<file path="src/rtl/bse_pkg.sv">
// Shared types and constants for the bitmap sweep address emitter.
`timescale 1ns / 1ps

package bse_pkg;

    // Fixed field widths
    localparam int ADDR_W      = 32;
    localparam int BITMAP_W    = 32;
    localparam int INDEX_W     = 20;
    localparam int COUNT_W     = 21;
    localparam int CFG_INDEX_W = 2;
    localparam int CFG_DATA_W  = 32;

    // Configuration register indexes
    localparam logic [CFG_INDEX_W-1:0] REG_HEAP_BASE   = 2'd0;
    localparam logic [CFG_INDEX_W-1:0] REG_SWEEP_COUNT = 2'd1;

    // One filtered bitmap word on its way to the emitter
    typedef struct packed {
        logic [ADDR_W-1:0]   word_base;
        logic [BITMAP_W-1:0] garbage;
    } bse_word_t;

endpackage

</file>
<file path="src/rtl/bse_ifs.sv">
// Stream interfaces for bitmap words in and object addresses out.
`timescale 1ns / 1ps

interface bse_in_if;
    logic        valid;
    logic        ready;
    logic [31:0] live_word;
    logic [31:0] mark_word;
    logic [19:0] word_index;

    modport source (output valid, output live_word, output mark_word, output word_index,
                    input ready);
    modport sink   (input valid, input live_word, input mark_word, input word_index,
                    output ready);
endinterface

interface bse_out_if;
    logic        valid;
    logic        ready;
    logic [31:0] object_address;
    logic        last_of_word;

    modport source (output valid, output object_address, output last_of_word,
                    input ready);
    modport sink   (input valid, input object_address, input last_of_word,
                    output ready);
endinterface

</file>
<file path="src/rtl/bse_prep.sv">
// Front stages: garbage extraction, range filter and word base address.
`timescale 1ns / 1ps

module bse_prep #(
    parameter int WORD_BITS   = 32,
    parameter int ALIGN_BYTES = 8,
    parameter int MAX_WORDS   = 1048576
) (
    input  logic                    clk,
    input  logic                    rst_n,
    bse_in_if.sink                  bitmap,
    input  logic [31:0]             heap_base,
    input  logic [20:0]             sweep_word_count,
    output logic                    link_valid,
    input  logic                    link_ready,
    output bse_pkg::bse_word_t      link_word
);
    import bse_pkg::*;

    localparam logic [BITMAP_W-1:0] WORD_MASK = (WORD_BITS >= BITMAP_W) ? '1 :
        BITMAP_W'((64'd1 << WORD_BITS) - 64'd1);
    localparam logic [ADDR_W-1:0] STRIDE = ADDR_W'(WORD_BITS * ALIGN_BYTES);
    localparam logic [31:0]       MAX_W32 = 32'(MAX_WORDS);

    logic                s1_valid_reg, s1_valid_next;
    logic [BITMAP_W-1:0] s1_garbage_reg;
    logic [INDEX_W-1:0]  s1_index_reg;
    logic                s1_ready;
    logic                s2_valid_reg, s2_valid_next;
    bse_word_t           s2_word_reg;
    logic                s2_ready;
    logic [BITMAP_W-1:0] garbage;
    logic                in_range;
    logic                take_in;

    // Stage 1: live and not marked, inside the swept range
    assign garbage  = bitmap.live_word & ~bitmap.mark_word & WORD_MASK;
    assign in_range = (32'(bitmap.word_index) < 32'(sweep_word_count)) &&
                      (32'(bitmap.word_index) < MAX_W32);
    assign s2_ready = !s2_valid_reg || link_ready;
    assign s1_ready = !s1_valid_reg || s2_ready;
    assign bitmap.ready = s1_ready;
    assign take_in  = bitmap.valid && s1_ready;

    always_comb
    begin
        s1_valid_next = s1_valid_reg;
        if (take_in)
        begin
            s1_valid_next = in_range && (garbage != '0);
        end
        else if (s2_ready)
        begin
            s1_valid_next = 1'b0;
        end
    end

    always_ff @(posedge clk or negedge rst_n)
    begin
        if (!rst_n)
        begin
            s1_valid_reg <= 1'b0;
        end
        else
        begin
            s1_valid_reg <= s1_valid_next;
        end
    end

    always_ff @(posedge clk)
    begin
        if (take_in)
        begin
            s1_garbage_reg <= garbage;
            s1_index_reg   <= bitmap.word_index;
        end
    end

    // Stage 2: word base = heap base + index * word stride
    assign s2_valid_next = s2_ready ? s1_valid_reg : s2_valid_reg;

    always_ff @(posedge clk or negedge rst_n)
    begin
        if (!rst_n)
        begin
            s2_valid_reg <= 1'b0;
        end
        else
        begin
            s2_valid_reg <= s2_valid_next;
        end
    end

    always_ff @(posedge clk)
    begin
        if (s2_ready && s1_valid_reg)
        begin
            s2_word_reg.word_base <= heap_base + ADDR_W'(s1_index_reg) * STRIDE;
            s2_word_reg.garbage   <= s1_garbage_reg;
        end
    end

    assign link_valid = s2_valid_reg;
    assign link_word  = s2_word_reg;

endmodule

</file>
<file path="src/rtl/bse_emitter.sv">
// Back stages: msb-first garbage bit scan and the output register.
`timescale 1ns / 1ps

module bse_emitter #(
    parameter int WORD_BITS   = 32,
    parameter int ALIGN_BYTES = 8
) (
    input  logic                    clk,
    input  logic                    rst_n,
    input  logic                    link_valid,
    output logic                    link_ready,
    input  bse_pkg::bse_word_t      link_word,
    bse_out_if.source               garbage
);
    import bse_pkg::*;

    localparam int SCAN_W = (WORD_BITS < BITMAP_W) ? WORD_BITS : BITMAP_W;

    logic                busy_reg, busy_next;
    logic [BITMAP_W-1:0] vec_reg, vec_next;
    logic [ADDR_W-1:0]   base_reg;
    logic                out_valid_reg, out_valid_next;
    logic [ADDR_W-1:0]   addr_reg;
    logic                last_reg;
    logic                out_free;
    logic                emit;
    logic [BITMAP_W-1:0] hit;
    logic [ADDR_W-1:0]   offset;
    logic [BITMAP_W-1:0] rest;
    logic                last_bit;

    // Highest set bit is the lowest address; its offset is a per-bit constant
    always_comb
    begin
        hit    = '0;
        offset = '0;
        for (int j = 0; j < SCAN_W; j++)
        begin
            if (vec_reg[j])
            begin
                hit    = BITMAP_W'(1) << j;
                offset = ADDR_W'((WORD_BITS - 1 - j) * ALIGN_BYTES);
            end
        end
    end

    assign rest       = vec_reg & ~hit;
    assign last_bit   = (rest == '0);
    assign out_free   = !out_valid_reg || garbage.ready;
    assign emit       = busy_reg && out_free;
    assign link_ready = !busy_reg || (emit && last_bit);

    // Scan state
    always_comb
    begin
        busy_next = busy_reg;
        vec_next  = vec_reg;
        if (link_valid && link_ready)
        begin
            busy_next = 1'b1;
            vec_next  = link_word.garbage;
        end
        else if (emit)
        begin
            busy_next = !last_bit;
            vec_next  = rest;
        end
    end

    always_ff @(posedge clk or negedge rst_n)
    begin
        if (!rst_n)
        begin
            busy_reg <= 1'b0;
        end
        else
        begin
            busy_reg <= busy_next;
        end
    end

    always_ff @(posedge clk)
    begin
        vec_reg <= vec_next;
        if (link_valid && link_ready)
        begin
            base_reg <= link_word.word_base;
        end
    end

    // Output register
    assign out_valid_next = emit ? 1'b1 : (out_free ? 1'b0 : out_valid_reg);

    always_ff @(posedge clk or negedge rst_n)
    begin
        if (!rst_n)
        begin
            out_valid_reg <= 1'b0;
        end
        else
        begin
            out_valid_reg <= out_valid_next;
        end
    end

    always_ff @(posedge clk)
    begin
        if (emit)
        begin
            addr_reg <= base_reg + offset;
            last_reg <= last_bit;
        end
    end

    assign garbage.valid          = out_valid_reg;
    assign garbage.object_address = addr_reg;
    assign garbage.last_of_word   = last_reg;

endmodule

</file>
<file path="src/rtl/bitmap_sweep_address_emitter.sv">
// Top level: configuration registers, front stages and address emitter.
`timescale 1ns / 1ps

// Sweep-phase helper for a mark-sweep collector. The bitmap channel takes one
// live word, the matching mark word and the word index per transfer. The
// garbage channel returns one heap byte address per live, unmarked object,
// lowest address first, with last_of_word set on the final address of a word.
// Words past the sweep word count, or with no garbage, produce nothing.
// Configuration: cfg_we writes cfg_data to register cfg_index (0 heap base,
// 1 sweep word count); write only while the block is idle.
// Path: the transfer loads stage one; the word then passes to stage two, the
// emitter load and the output register before its first address is valid.
// Throughput: the bitmap side takes one word per cycle while the emitter keeps
// up; the emitter scan gives one address per cycle while the output is not
// stalled, and loads a new word in the cycle it emits the last address of the
// current one. Words without garbage are dropped before the emitter.
// Reset clears all valid bits and both registers to zero. A stall on the
// garbage channel holds the output register and backs up through the stages
// without losing or repeating anything.
module bitmap_sweep_address_emitter #(
    parameter int WORD_BITS   = 32,
    parameter int ALIGN_BYTES = 8,
    parameter int MAX_WORDS   = 1048576
) (
    input  logic                                 clk,
    input  logic                                 rst_n,
    bse_in_if.sink                               bitmap,
    bse_out_if.source                            garbage,
    input  logic                                 cfg_we,
    input  logic [bse_pkg::CFG_INDEX_W-1:0]      cfg_index,
    input  logic [bse_pkg::CFG_DATA_W-1:0]       cfg_data
);
    import bse_pkg::*;

    logic [ADDR_W-1:0]  heap_base_reg, heap_base_next;
    logic [COUNT_W-1:0] count_reg, count_next;
    logic               link_valid;
    logic               link_ready;
    bse_word_t          link_word;

    // Configuration decode
    always_comb
    begin
        heap_base_next = heap_base_reg;
        count_next     = count_reg;
        if (cfg_we)
        begin
            unique case (cfg_index)
                REG_HEAP_BASE:   heap_base_next = cfg_data;
                REG_SWEEP_COUNT: count_next     = cfg_data[COUNT_W-1:0];
                default:         ;
            endcase
        end
    end

    always_ff @(posedge clk or negedge rst_n)
    begin
        if (!rst_n)
        begin
            heap_base_reg <= '0;
            count_reg     <= '0;
        end
        else
        begin
            heap_base_reg <= heap_base_next;
            count_reg     <= count_next;
        end
    end

    bse_prep #(
        .WORD_BITS   (WORD_BITS),
        .ALIGN_BYTES (ALIGN_BYTES),
        .MAX_WORDS   (MAX_WORDS)
    ) u_prep (
        .clk              (clk),
        .rst_n            (rst_n),
        .bitmap           (bitmap),
        .heap_base        (heap_base_reg),
        .sweep_word_count (count_reg),
        .link_valid       (link_valid),
        .link_ready       (link_ready),
        .link_word        (link_word)
    );

    bse_emitter #(
        .WORD_BITS   (WORD_BITS),
        .ALIGN_BYTES (ALIGN_BYTES)
    ) u_emitter (
        .clk        (clk),
        .rst_n      (rst_n),
        .link_valid (link_valid),
        .link_ready (link_ready),
        .link_word  (link_word),
        .garbage    (garbage)
    );

    // Only words with garbage reach the emitter
    assert property (@(posedge clk) disable iff (!rst_n)
        link_valid |-> (link_word.garbage != '0))
        else $error("empty word passed to emitter");

    // A stalled word between the stages holds
    assert property (@(posedge clk) disable iff (!rst_n)
        (link_valid && !link_ready) |=> (link_valid && $stable(link_word)))
        else $error("stalled link word changed");

    // Addresses of one word follow each other without a gap
    assert property (@(posedge clk) disable iff (!rst_n)
        (garbage.valid && garbage.ready && !garbage.last_of_word) |=> garbage.valid)
        else $error("gap inside a word's addresses");

endmodule

</file>
<file path="src/flat_wrapper.sv">
// flat-port wrapper written by rule: the top's interface ports become plain ports
module bitmap_sweep_address_emitter_flat import bse_pkg::*;
#(
    parameter int WORD_BITS   = 32,
    parameter int ALIGN_BYTES = 8,
    parameter int MAX_WORDS   = 1048576
)
  (clk, rst_n, cfg_we, cfg_index, cfg_data, bitmap_valid, bitmap_live_word, bitmap_mark_word, bitmap_word_index, bitmap_ready, garbage_valid, garbage_object_address, garbage_last_of_word, garbage_ready);
  bse_in_if bitmap_i ();
  bse_out_if garbage_i ();
  input  logic clk;
  input  logic rst_n;
  input  logic cfg_we;
  input  logic [bse_pkg::CFG_INDEX_W-1:0] cfg_index;
  input  logic [bse_pkg::CFG_DATA_W-1:0] cfg_data;
  input wire logic [$bits(bitmap_i.valid)-1:0] bitmap_valid;
  input wire logic [$bits(bitmap_i.live_word)-1:0] bitmap_live_word;
  input wire logic [$bits(bitmap_i.mark_word)-1:0] bitmap_mark_word;
  input wire logic [$bits(bitmap_i.word_index)-1:0] bitmap_word_index;
  output wire logic [$bits(bitmap_i.ready)-1:0] bitmap_ready;
  output wire logic [$bits(garbage_i.valid)-1:0] garbage_valid;
  output wire logic [$bits(garbage_i.object_address)-1:0] garbage_object_address;
  output wire logic [$bits(garbage_i.last_of_word)-1:0] garbage_last_of_word;
  input wire logic [$bits(garbage_i.ready)-1:0] garbage_ready;
  assign bitmap_i.valid = bitmap_valid;
  assign bitmap_i.live_word = bitmap_live_word;
  assign bitmap_i.mark_word = bitmap_mark_word;
  assign bitmap_i.word_index = bitmap_word_index;
  assign bitmap_ready = bitmap_i.ready;
  assign garbage_valid = garbage_i.valid;
  assign garbage_object_address = garbage_i.object_address;
  assign garbage_last_of_word = garbage_i.last_of_word;
  assign garbage_i.ready = garbage_ready;
  bitmap_sweep_address_emitter #(.WORD_BITS(WORD_BITS), .ALIGN_BYTES(ALIGN_BYTES), .MAX_WORDS(MAX_WORDS)) u_core (.clk(clk), .rst_n(rst_n), .bitmap(bitmap_i), .garbage(garbage_i), .cfg_we(cfg_we), .cfg_index(cfg_index), .cfg_data(cfg_data));
endmodule
</file>
<file path="config.mk">
export PLATFORM = sky130hd
export DESIGN_NAME = bitmap_sweep_address_emitter_flat
export DESIGN_NICKNAME = d
export VERILOG_FILES = /design/src/rtl/bse_pkg.sv /design/src/rtl/bse_ifs.sv /design/src/rtl/bse_prep.sv /design/src/rtl/bse_emitter.sv /design/src/rtl/bitmap_sweep_address_emitter.sv /design/src/flat_wrapper.sv
export SDC_FILE = /design/constraint.sdc
export NUM_CORES = 1
export LEC_CHECK = 0
export ABC_AREA = 0
export BUFFER_PORTS_ARGS = -buffer_cell sky130_fd_sc_hd__buf_4
export CELL_PAD_IN_SITES_DETAIL_PLACEMENT = 2
export CELL_PAD_IN_SITES_GLOBAL_PLACEMENT = 2
export CORE_ASPECT_RATIO = 1.2
export CORE_UTILIZATION = 30
export DETAILED_ROUTE_END_ITERATION = 16
export GPL_ROUTABILITY_DRIVEN = 0
export GPL_TIMING_DRIVEN = 0
export PLACE_DENSITY = 0.74
export SYNTH_ARGS = -nofsm -noshare
export SYNTH_HDL_FRONTEND = slang
export SYNTH_HIERARCHICAL = 1
export SYNTH_SLANG_ARGS = --single-unit
export TNS_END_PERCENT = 100
</file>
<file path="constraint.sdc">
create_clock -name clk -period 5.4 [get_ports clk]
set_input_delay 0.81 -clock clk [delete_from_list [all_inputs] [get_ports clk]]
set_output_delay 0.81 -clock clk [all_outputs]
set_load 0.005 [all_outputs]
</file>
==> flow_summary.yaml, run 1 <==
die:
  die_h_um: 223
  io_pins: 158
  start_util_pct: 30.6
  dieArea_um2: 41700
  core_region_area_um2: 40000
  num_rows: 80
  die_x_um: 187
timing:
  period_needed_ns: 4.71
  setup_violations: 0
  worst_pin_slew_ns: 0.983
  fin_skew_ns: 0.0140
  finalCritPeriodShare_pct: 87.2
  maxSlewViolCount: 0
  relSlewSlack_pct: 34.0
  clock.fmax_mhz: 212
  finalSetupTns_ns: 0
  final_hold_viol_count: 0
  rsz0062_at_grt: "false"
power:
  p_leak_nw: 5.85
  ir_drop_mv: 0.205
  power_density_nw_per_um2: 336
  total_power_mw: 5.08
place:
  placed_cell_area_um2: 14100
  dp_cells: 1568
  io_buffers: 157
  hpwl_um: 24500
critical_path:
  critPathKind: "register to primary output"
  slowest_stage: "nor4_4"
  critical_path.max_stage_delay_ns: 0.64
  cp-end-kind: "primary output"
  cp.required_ns: 4.59
  path_cells: "nor4_4 -> nand4_4 -> buf_2 -> o31ai_1 -> nand3_1 -> nor4_2 -> nand3_1 -> nand2_1 -> nand3b_1 -> buf_4"
  cp_max_fo: 10
  start_kind: "register"
  arrival_ns: 3.90
  path_common_cell: "nand3_1"
hold_path:
  hold_path.class: "input pin to async pin"
drt:
  drtAntennaViolNets: 0
  drt_first_pass_iters: 4
  drc: 0
  wl_per_cell_um: 19.8
  first_iter_violations: 238
  drt-vias-per-instance: 4.84
  wl_um: 32000
  vias: 7840
cts:
  clock_tree.buffer_depth: 3
  post_cts_buffers: 0
  path_clk_slew_ns: 0.06
  cts_tree: "built"
  clock-root-buffer: "clkbuf_16"
  post_cts_resized: 0
  cts_hold_buffers: 0
  clock-sinks: 270
  htreeDepth: 1
  numCtsBuffers: 29
  clk_latency_ns: 0.55
logic_synthesis:
  ys.flop_type: "edfxtp_1"
  synth-seq-cells: 270
  synthArstFlopShare_pct: 21.1
  synth_nets: 1046
  yosysTopAreaCellShare_pct: 52.2
  netlist_instances: 877
  yosysWarnings: 6
  ys_seq_area_share_pct: 63.8
  avgSynthCellArea_um2: 14.0
  syn-cell-area_um2: 12300
  synth_top_cell_by_area: "edfxtp_1"
  synth.area.top_cells: "edfxtp_1 (52%), dfrtp_1 (12%), mux2_2 (4.7%), ha_1 (4.5%), a21o_1 (2.8%)"
  synth_edf_count: 213
  synth_cell_type_count: 70
grt:
  grt_pass1_wl_um: 50500
  grt_pass1_vias: 8734
  overflow: 0
  track_usage_pct: 15.5
  antenna_found_initial: 1
  grt_start_max_net_pins: 65
final_layout:
  largest_reg_flops: 64
  drive_gt1_share_pct: 26.0
  area_delta_synth_final_pct: 23.1
  final_common_cell: "edfxtp_1"
  final_cell_mix: "edfxtp_1 (213), buf_4 (161), dfrtp_1 (57), mux2_2 (51), a21o_1 (45)"
  layout.nets: 1235
  final-instance-count-excl-fill: 1621
  fin_area_um2: 15100
  num_antenna_cells: 0
outcome:
  status: "completed"
job:
  maxCapViolCount: 0
==> critical path: cells and delay by family (launching register included) <==
family | cells | cell delay, ns
flops | 1 | 0.50
simple gates | 7 | 1.97
buf+inv | 2 | 0.46
compound gates | 1 | 0.41
==> Yosys cell counts (all sizes together), types with 7 or more instances <==
library cell and instances:
edfxtp 213, dfrtp 57, mux2 57, a21o 45, ha 44, a21oi 42
nor2 41, nor2b 38, inv 33, xnor2 32, nand2 28, nand3 22
o21ai 22, nor4 21, and3 16, nor3 16, buf 15, nand4 13
xor2 12, nand2b 9, o31ai 9, and2 8, clkbuf 8, o21bai 7
==> logic make-up after synthesis <==
logic type	count (synthesis)	synth area share, %
multiplexers	58	5.32
adder cells (fa/ha/maj)	46	4.82
flip-flops	270	63.8
AO/OA/AOI/OAI	168	9.53
buffers and inverters	56	2.19
XOR/XNOR	44	3.14
AND/OR/NAND/NOR	235	11.2
==> area by class of cell <==
cell class / instances / area (um2)
fill: 4155 / 24900
sequential: 270 / 7820
multi-input combinational: 551 / 4170
timing repair buffer: 158 / 1210
clock buffer: 38 / 779
tap: 533 / 667
clock inverter: 15 / 173
buffer: 23 / 145
inverter: 33 / 124
==> layer usage <==
layer | vias to the layer above | global-route usage [%] | part of all wire, %
li1 | 3700 | - | -
met2 | 160 | 27.1 | 49
met4 | 0 | 5.58 | 2.9
met3 | 48 | 2.04 | 3.7
met5 | - | 0 | 0
met1 | 3932 | 19.7 | 44
==> path summary, 6_finish.rpt <==
check                           slack, ns  depth (start not counted)                               end                             start
max in group asynchronous            4.52                          1           u_core/heap_base_reg[0]                             rst_n
worst max register to register       0.83                         11  u_core/u_prep/s1_garbage_reg[15]      u_core/u_emitter/vec_reg[25]
min in group clk                     0.41                          0       u_core/u_prep/link_word[29]  u_core/u_prep/s1_garbage_reg[29]
worst max-delay path                 0.69                         10                      bitmap_ready      u_core/u_emitter/vec_reg[25]
worst min register to register       0.41                          0       u_core/u_prep/link_word[29]  u_core/u_prep/s1_garbage_reg[29]
worst min-delay path                 0.32                          1              u_core/count_reg[20]                             rst_n
==> metrics by stage <==
stage               utilization (%)  hold slack (ns)  setup slack [ns]
global route                   37.7            0.376             0.387
detailed placement             35.3            0.408             0.780
CTS                            37.7            0.352             0.602
floorplan                         -            0.400              1.17
global placement               35.2            0.401            -0.280
finish                         37.7            0.324             0.693
==> report_power, final <==
part	internal [mW]	switching (mW)
Clock	1.20	0.791
Sequential	2.36	0.0766
Combinational	0.316	0.330
Power figures use the tool's default switching activity.
==> inputs of run 2 (changes only) <==
--- a/config.mk
+++ b/config.mk
@@ -15,8 +15,8 @@
 export GPL_ROUTABILITY_DRIVEN = 0
 export GPL_TIMING_DRIVEN = 0
 export PLACE_DENSITY = 0.74
+export RECOVER_POWER = 25
 export SYNTH_ARGS = -nofsm -noshare
 export SYNTH_HDL_FRONTEND = slang
-export SYNTH_HIERARCHICAL = 1
 export SYNTH_SLANG_ARGS = --single-unit
 export TNS_END_PERCENT = 100
==> run 2 against run 1 <==
Against the previous run:
- the run now ends with capacitance limit, slew limit left
- final area decreased by 0.57%
- synthesized cell count decreased by 0.23%
- clock power decreased by 2%
- synthesized area decreased by 0.51%
- register-to-register slack got worse by 0.34 ns
- routed wire length increased by 3.0%
- critical endpoint unchanged
- largest cell class unchanged
==> flow_summary.yaml, run 2 <==
die:
  die_h_um: 223
  dieArea_um2: 41500
  core_region_area_um2: 39900
  num_rows: 80
  die_x_um: 186
  start_util_pct: 30.5
  io_pins: 158
logic_synthesis:
  synth_nets: 1044
  ys.flop_type: "edfxtp_1"
  syn-cell-area_um2: 12200
  synthTopCellsByCount: "edfxtp_1 (213), inv_1 (61), dfrtp_1 (57)"
  synth_cell_type_count: 64
  synth-seq-cells: 270
  yosysTopAreaCellShare_pct: 52.4
  synthArstFlopShare_pct: 21.1
  synth.area.top_cells: "edfxtp_1 (52%), dfrtp_1 (12%), mux2_2 (5.1%), ha_1 (4.5%), xnor2_1 (2.5%)"
  avgSynthCellArea_um2: 13.9
  yosysMostFrequentCell: "edfxtp_1"
  synth_edf_count: 213
  synth_top_cell_by_area: "edfxtp_1"
  ys_seq_area_share_pct: 64.1
  netlist_instances: 875
  yosysWarnings: 0
grt:
  gr-usage-met1_pct: 21.1
  grt_start_max_net_pins: 58
  antenna_found_initial: 1
  track_usage_pct: 16.3
  use_met2_pct: 28.2
  grt_pass1_vias: 8846
  grt_pass1_wl_um: 51900
  busiest_layer: "met2"
  met3_usage_pct: 2.06
  overflow: 0
final_layout:
  fin_area_um2: 15000
  layout.nets: 1233
  num_antenna_cells: 0
  largest_reg_flops: 64
  area_delta_synth_final_pct: 23.0
  final_common_cell: "edfxtp_1"
  final_cell_mix: "edfxtp_1 (213), buf_4 (104), inv_1 (60), dfrtp_1 (57), mux2_2 (55)"
  n_fill_cell: 4103
  drive_gt1_share_pct: 25.3
critical_path:
  start_kind: "register"
  slowest_stage: "nor4_2"
  critical_path.max_stage_delay_ns: 0.75
  cp-end-kind: "primary output"
  cp_max_fo: 10
  cp.required_ns: 4.59
  cp_num_buf_inv: 2
  path_cells: "nor4_2 -> nand4_1 -> clkbuf_1 -> o41ai_1 -> o2111ai_1 -> or4_4 -> nor3_4 -> a21o_1 -> buf_4"
  critPathKind: "register to primary output"
  arrival_ns: 4.35
  cpLargestDelayFamily: "simple AND/OR/NAND/NOR gates"
timing:
  setup_violations: 0
  fin_skew_ns: 0.0304
  rsz0062_at_grt: "false"
  relSlewSlack_pct: -124
  period_needed_ns: 5.16
  finalCritPeriodShare_pct: 95.5
  clock.fmax_mhz: 194
  maxSlewViolCount: 58
  worst_pin_slew_ns: 3.35
  whs_ns: 0.420
  final_hold_viol_count: 0
place:
  io_buffers: 157
  placed_cell_area_um2: 14100
  hpwl_um: 25300
drt:
  first_iter_violations: 284
  wl_per_cell_um: 20.4
  vias: 7789
  drtAntennaViolNets: 0
  wl_um: 33000
  drc: 0
  drt_first_pass_iters: 4
  drt-vias-per-instance: 4.81
hold_path:
  hold_path.class: "register to register"
cts:
  path_clk_slew_ns: 0.06
  cts_hold_buffers: 0
  htreeDepth: 1
  clock_tree.buffer_depth: 3
  clock-sinks: 270
  cts_tree: "built"
  clk_latency_ns: 0.57
  numCtsBuffers: 27
  clock-root-buffer: "clkbuf_16"
job:
  maxCapViolCount: 1
outcome:
  status: "finished, violations left"
  failed_checks: "capacitance limit, slew limit"
power:
  power_density_nw_per_um2: 334
  ir_drop_mv: 0.180
  p_leak_nw: 5.84
-- run 2: cell count changes in the layout (fill, tap and decap cells not counted), moves of 12 or more --
cell and delta:
inv_1 +27, o21ai_0 +15, mux2i_1 +14, mux2_4 +12
a21o_1 -31, clkbuf_4 +33, clkbuf_1 +22, buf_4 -57
-- run 2: kinds of logic after synthesis --
group                      Yosys count  synth area share [%]
muxes                               82                  7.79
adders and majority gates           47                  4.92
buffers and inverters               80                  2.67
AOI/OAI and AO/OA                  139                  7.76
DFF                                270                  64.1
and+or+nand+nor                    210                  9.35
xor gates and xnor gates            47                  3.38
-- run 2: per-stage QoR --
stage,total power [mW],instances,util (%),TNS (ns),setup WS (ns)
floorplan,2.84,875,-,0,0.507
global placement,3.06,1565,35.2,-93.40,-0.889
detailed placement,3.11,1568,35.4,-12.40,-0.390
CTS,5.08,1618,37.7,0,0.0662
global route,5.20,1618,37.6,0,0.0504
finish,5.01,1618,37.6,0,0.242
-- run 2: metal layers --
| layer | part of all wire, % | wire length [um] | vias up |
|---|---|---|---|
| met5 | 0.039 | 13 | - |
| met4 | 2.4 | 807 | 2 |
| met3 | 3.7 | 1210 | 42 |
| met2 | 51 | 16700 | 145 |
| met1 | 43 | 14300 | 3964 |
| li1 | - | - | 3636 |
-- run 2: layout make-up --
| type | count | area (um2) | share of cell area, % |
|---|---|---|---|
| clock inverter | 14 | 164 | 1.09 |
| tap | 533 | 667 | 4.44 |
| clock buffer | 36 | 759 | 5.06 |
| timing repair buffer | 160 | 1170 | 7.81 |
| buffer | 19 | 96.3 | 0.642 |
| multi-input combinational | 525 | 4090 | 27.3 |
| inverter | 61 | 233 | 1.55 |
| sequential | 270 | 7820 | 52.1 |
-- run 2: power breakdown --
group	internal [mW]	switching, mW	total [mW]
Sequential	2.36	0.0735	2.43
Clock	1.14	0.816	1.95
Combinational	0.303	0.320	0.623
-- run 2: path summary, 6_finish.rpt --
check	startpoint	to	slack, ns	depth (start not counted)
max in group asynchronous	rst_n	u_core.u_emitter.busy_reg	2.11	1
max	u_core.u_emitter.vec_reg[25]	bitmap_ready	0.24	9
min reg2reg	u_core.u_prep.s1_garbage_reg[0]	u_core.u_prep.link_word[0]	0.42	0
max reg2reg	u_core.u_emitter.vec_reg[25]	u_core.u_prep.link_word[55]	0.49	10
min in group asynchronous	rst_n	u_core.heap_base_reg[31]	1.36	1
min	u_core.u_prep.s1_garbage_reg[0]	u_core.u_prep.link_word[0]	0.42	0
-- run 2: timing repair --
action / CTS / global route
endpoints found under the setup margin: 33 / 112
buffers inserted: 0 / 0
pin swaps: 0 / 0
cloned: 0 / 0
gates resized for setup: 3 / 1
==> inputs of run 3 (changes only) <==
--- a/config.mk
+++ b/config.mk
@@ -9,13 +9,14 @@
 export BUFFER_PORTS_ARGS = -buffer_cell sky130_fd_sc_hd__buf_4
 export CELL_PAD_IN_SITES_DETAIL_PLACEMENT = 2
 export CELL_PAD_IN_SITES_GLOBAL_PLACEMENT = 2
-export CORE_ASPECT_RATIO = 1.2
+export CORE_ASPECT_RATIO = 0.8
 export CORE_UTILIZATION = 30
 export DETAILED_ROUTE_END_ITERATION = 16
 export GPL_ROUTABILITY_DRIVEN = 0
 export GPL_TIMING_DRIVEN = 0
 export PLACE_DENSITY = 0.74
 export RECOVER_POWER = 25
+export SKIP_CTS_REPAIR_TIMING = 1
 export SYNTH_ARGS = -nofsm -noshare
 export SYNTH_HDL_FRONTEND = slang
 export SYNTH_SLANG_ARGS = --single-unit
==> run 3 against run 2 <==
Against the previous run:
- the flow still finishes with violations (capacitance limit, slew limit)
- cell count rose by 0.68%
- highest routed layer is now met4
- largest power group unchanged
- clock-buffer cell count rose by 11
- global-route usage increased by 0.83 points
- setup slack got worse by 0.071 ns
- sequential share of layout area decreased by 0.35 points
- critical path type unchanged
- combinational power up 2%
- critical endpoint unchanged
- routed wire length rose by 6.6%
==> flow_summary.yaml, run 3 (synthesis results as in run 2) <==
timing:
  rsz0062_at_grt: "false"
  clock.fmax_mhz: 191
  fin_skew_ns: 0.0124
  worst_pin_slew_ns: 3.35
  setup_violations: 0
  finalCritPeriodShare_pct: 96.8
  relSlewSlack_pct: -123
  whs_ns: 0.416
  finalSetupTns_ns: 0
  period_needed_ns: 5.23
  maxSlewViolCount: 58
  final_hold_viol_count: 0
place:
  io_buffers: 157
  hpwl_um: 27000
cts:
  path_clk_slew_ns: 0.06
  clock-sinks: 270
  clock_tree.buffer_depth: 3
  cts_tree: "built"
  numCtsBuffers: 31
  clk_latency_ns: 0.55
  clock-root-buffer: "clkbuf_16"
  htreeDepth: 1
final_layout:
  largest_reg_flops: 64
  final_cell_mix: "edfxtp_1 (213), buf_4 (104), inv_1 (60), dfrtp_1 (57), mux2_2 (55)"
  num_antenna_cells: 0
  layout.nets: 1238
  final_common_cell: "edfxtp_1"
  drive_gt1_share_pct: 25.4
  area_delta_synth_final_pct: 23.9
grt:
  overflow: 0
  grt_start_max_net_pins: 58
  grt_pass1_vias: 8679
  track_usage_pct: 17.2
  antenna_found_initial: 0
  grt_pass1_wl_um: 53800
die:
  die_x_um: 227
  start_util_pct: 30.7
  die_h_um: 182
  core_region_area_um2: 39800
  dieArea_um2: 41500
  num_rows: 65
  io_pins: 158
drt:
  drt_first_pass_iters: 5
  drc: 0
  wl_um: 35100
  drtAntennaViolNets: 0
  wl_per_cell_um: 21.6
  drt-vias-per-instance: 4.80
  vias: 7825
  first_iter_violations: 308
critical_path:
  start_kind: "register"
  cp.required_ns: 4.59
  cp_max_fo: 9
  critPathKind: "register to primary output"
  cp-end-kind: "primary output"
  arrival_ns: 4.42
hold_path:
  hold_path.class: "register to register"
power:
  p_leak_nw: 5.89
  ir_drop_mv: 0.232
  power_density_nw_per_um2: 338
  total_power_mw: 5.11
outcome:
  status: "finished, violations left"
  failed_checks: "capacitance limit, slew limit"
job:
  maxCapViolCount: 1
-- run 3: metal layers --
layer,global-route usage (%),up-vias,part of all wire (%)
met5,0,-,0
met4,3.70,0,1.9
met3,2.11,45,3.6
met2,28.2,166,47
met1,24.2,3962,47
li1,-,3652,-
-- run 3: worst max-delay path, stage by stage (launching register included) --
cell and delay [ns]:
edfxtp_1 0.39, buf_6 0.16, or4_4 0.60, or4_1 0.48
or4_1 0.47, buf_2 0.18, o22a_1 0.21, or4_4 0.55
nor3_4 0.39, a21o_1 0.28, buf_4 0.14
-- run 3: path summary, 6_finish.rpt --
kind                                             startpoint                               end  slack [ns]  cells past startpoint
max                            u_core.u_emitter.vec_reg[15]                      bitmap_ready        0.17                     10
min                        u_core.u_prep.s1_garbage_reg[15]       u_core.u_prep.link_word[15]        0.42                      0
min reg2reg                u_core.u_prep.s1_garbage_reg[15]       u_core.u_prep.link_word[15]        0.42                      0
max in group asynchronous                             rst_n           u_core.heap_base_reg[2]        2.13                      1
max reg2reg                    u_core.u_emitter.vec_reg[15]  u_core.u_prep.s1_garbage_reg[26]        0.46                     11
min in group asynchronous                             rst_n              u_core.count_reg[18]        1.38                      1
-- run 3: final cells by class --
type                       count  area [um2]
clock buffer                  47         886
tap                          536         671
clock inverter                10         101
buffer                        19        96.3
fill                        4056       24700
multi-input combinational    525        4110
timing repair buffer         161        1190
inverter                      61         233
sequential                   270        7820
-- run 3: through the flow --
step | std cells | worst slack (ns) | util (%) | instance area (um2)
2_1_floorplan | 875 | 0.507 | - | 12200
3_3_place_gp | 1568 | -1.18 | 35.4 | 14100
3_5_place_dp | 1572 | -0.486 | 35.6 | 14200
4_1_cts | 1629 | -0.579 | 38.1 | 15100
5_1_grt | 1629 | 0.0653 | 38.0 | 15100
6_report | 1629 | 0.171 | 38.0 | 15100
-- run 3: power breakdown --
| part | switching [mW] | leakage, nW | internal, mW |
|---|---|---|---|
| sequential | 0.0767 | 2.64 | 2.36 |
| combinational | 0.334 | 2.77 | 0.304 |
| clock | 0.812 | 0.484 | 1.22 |
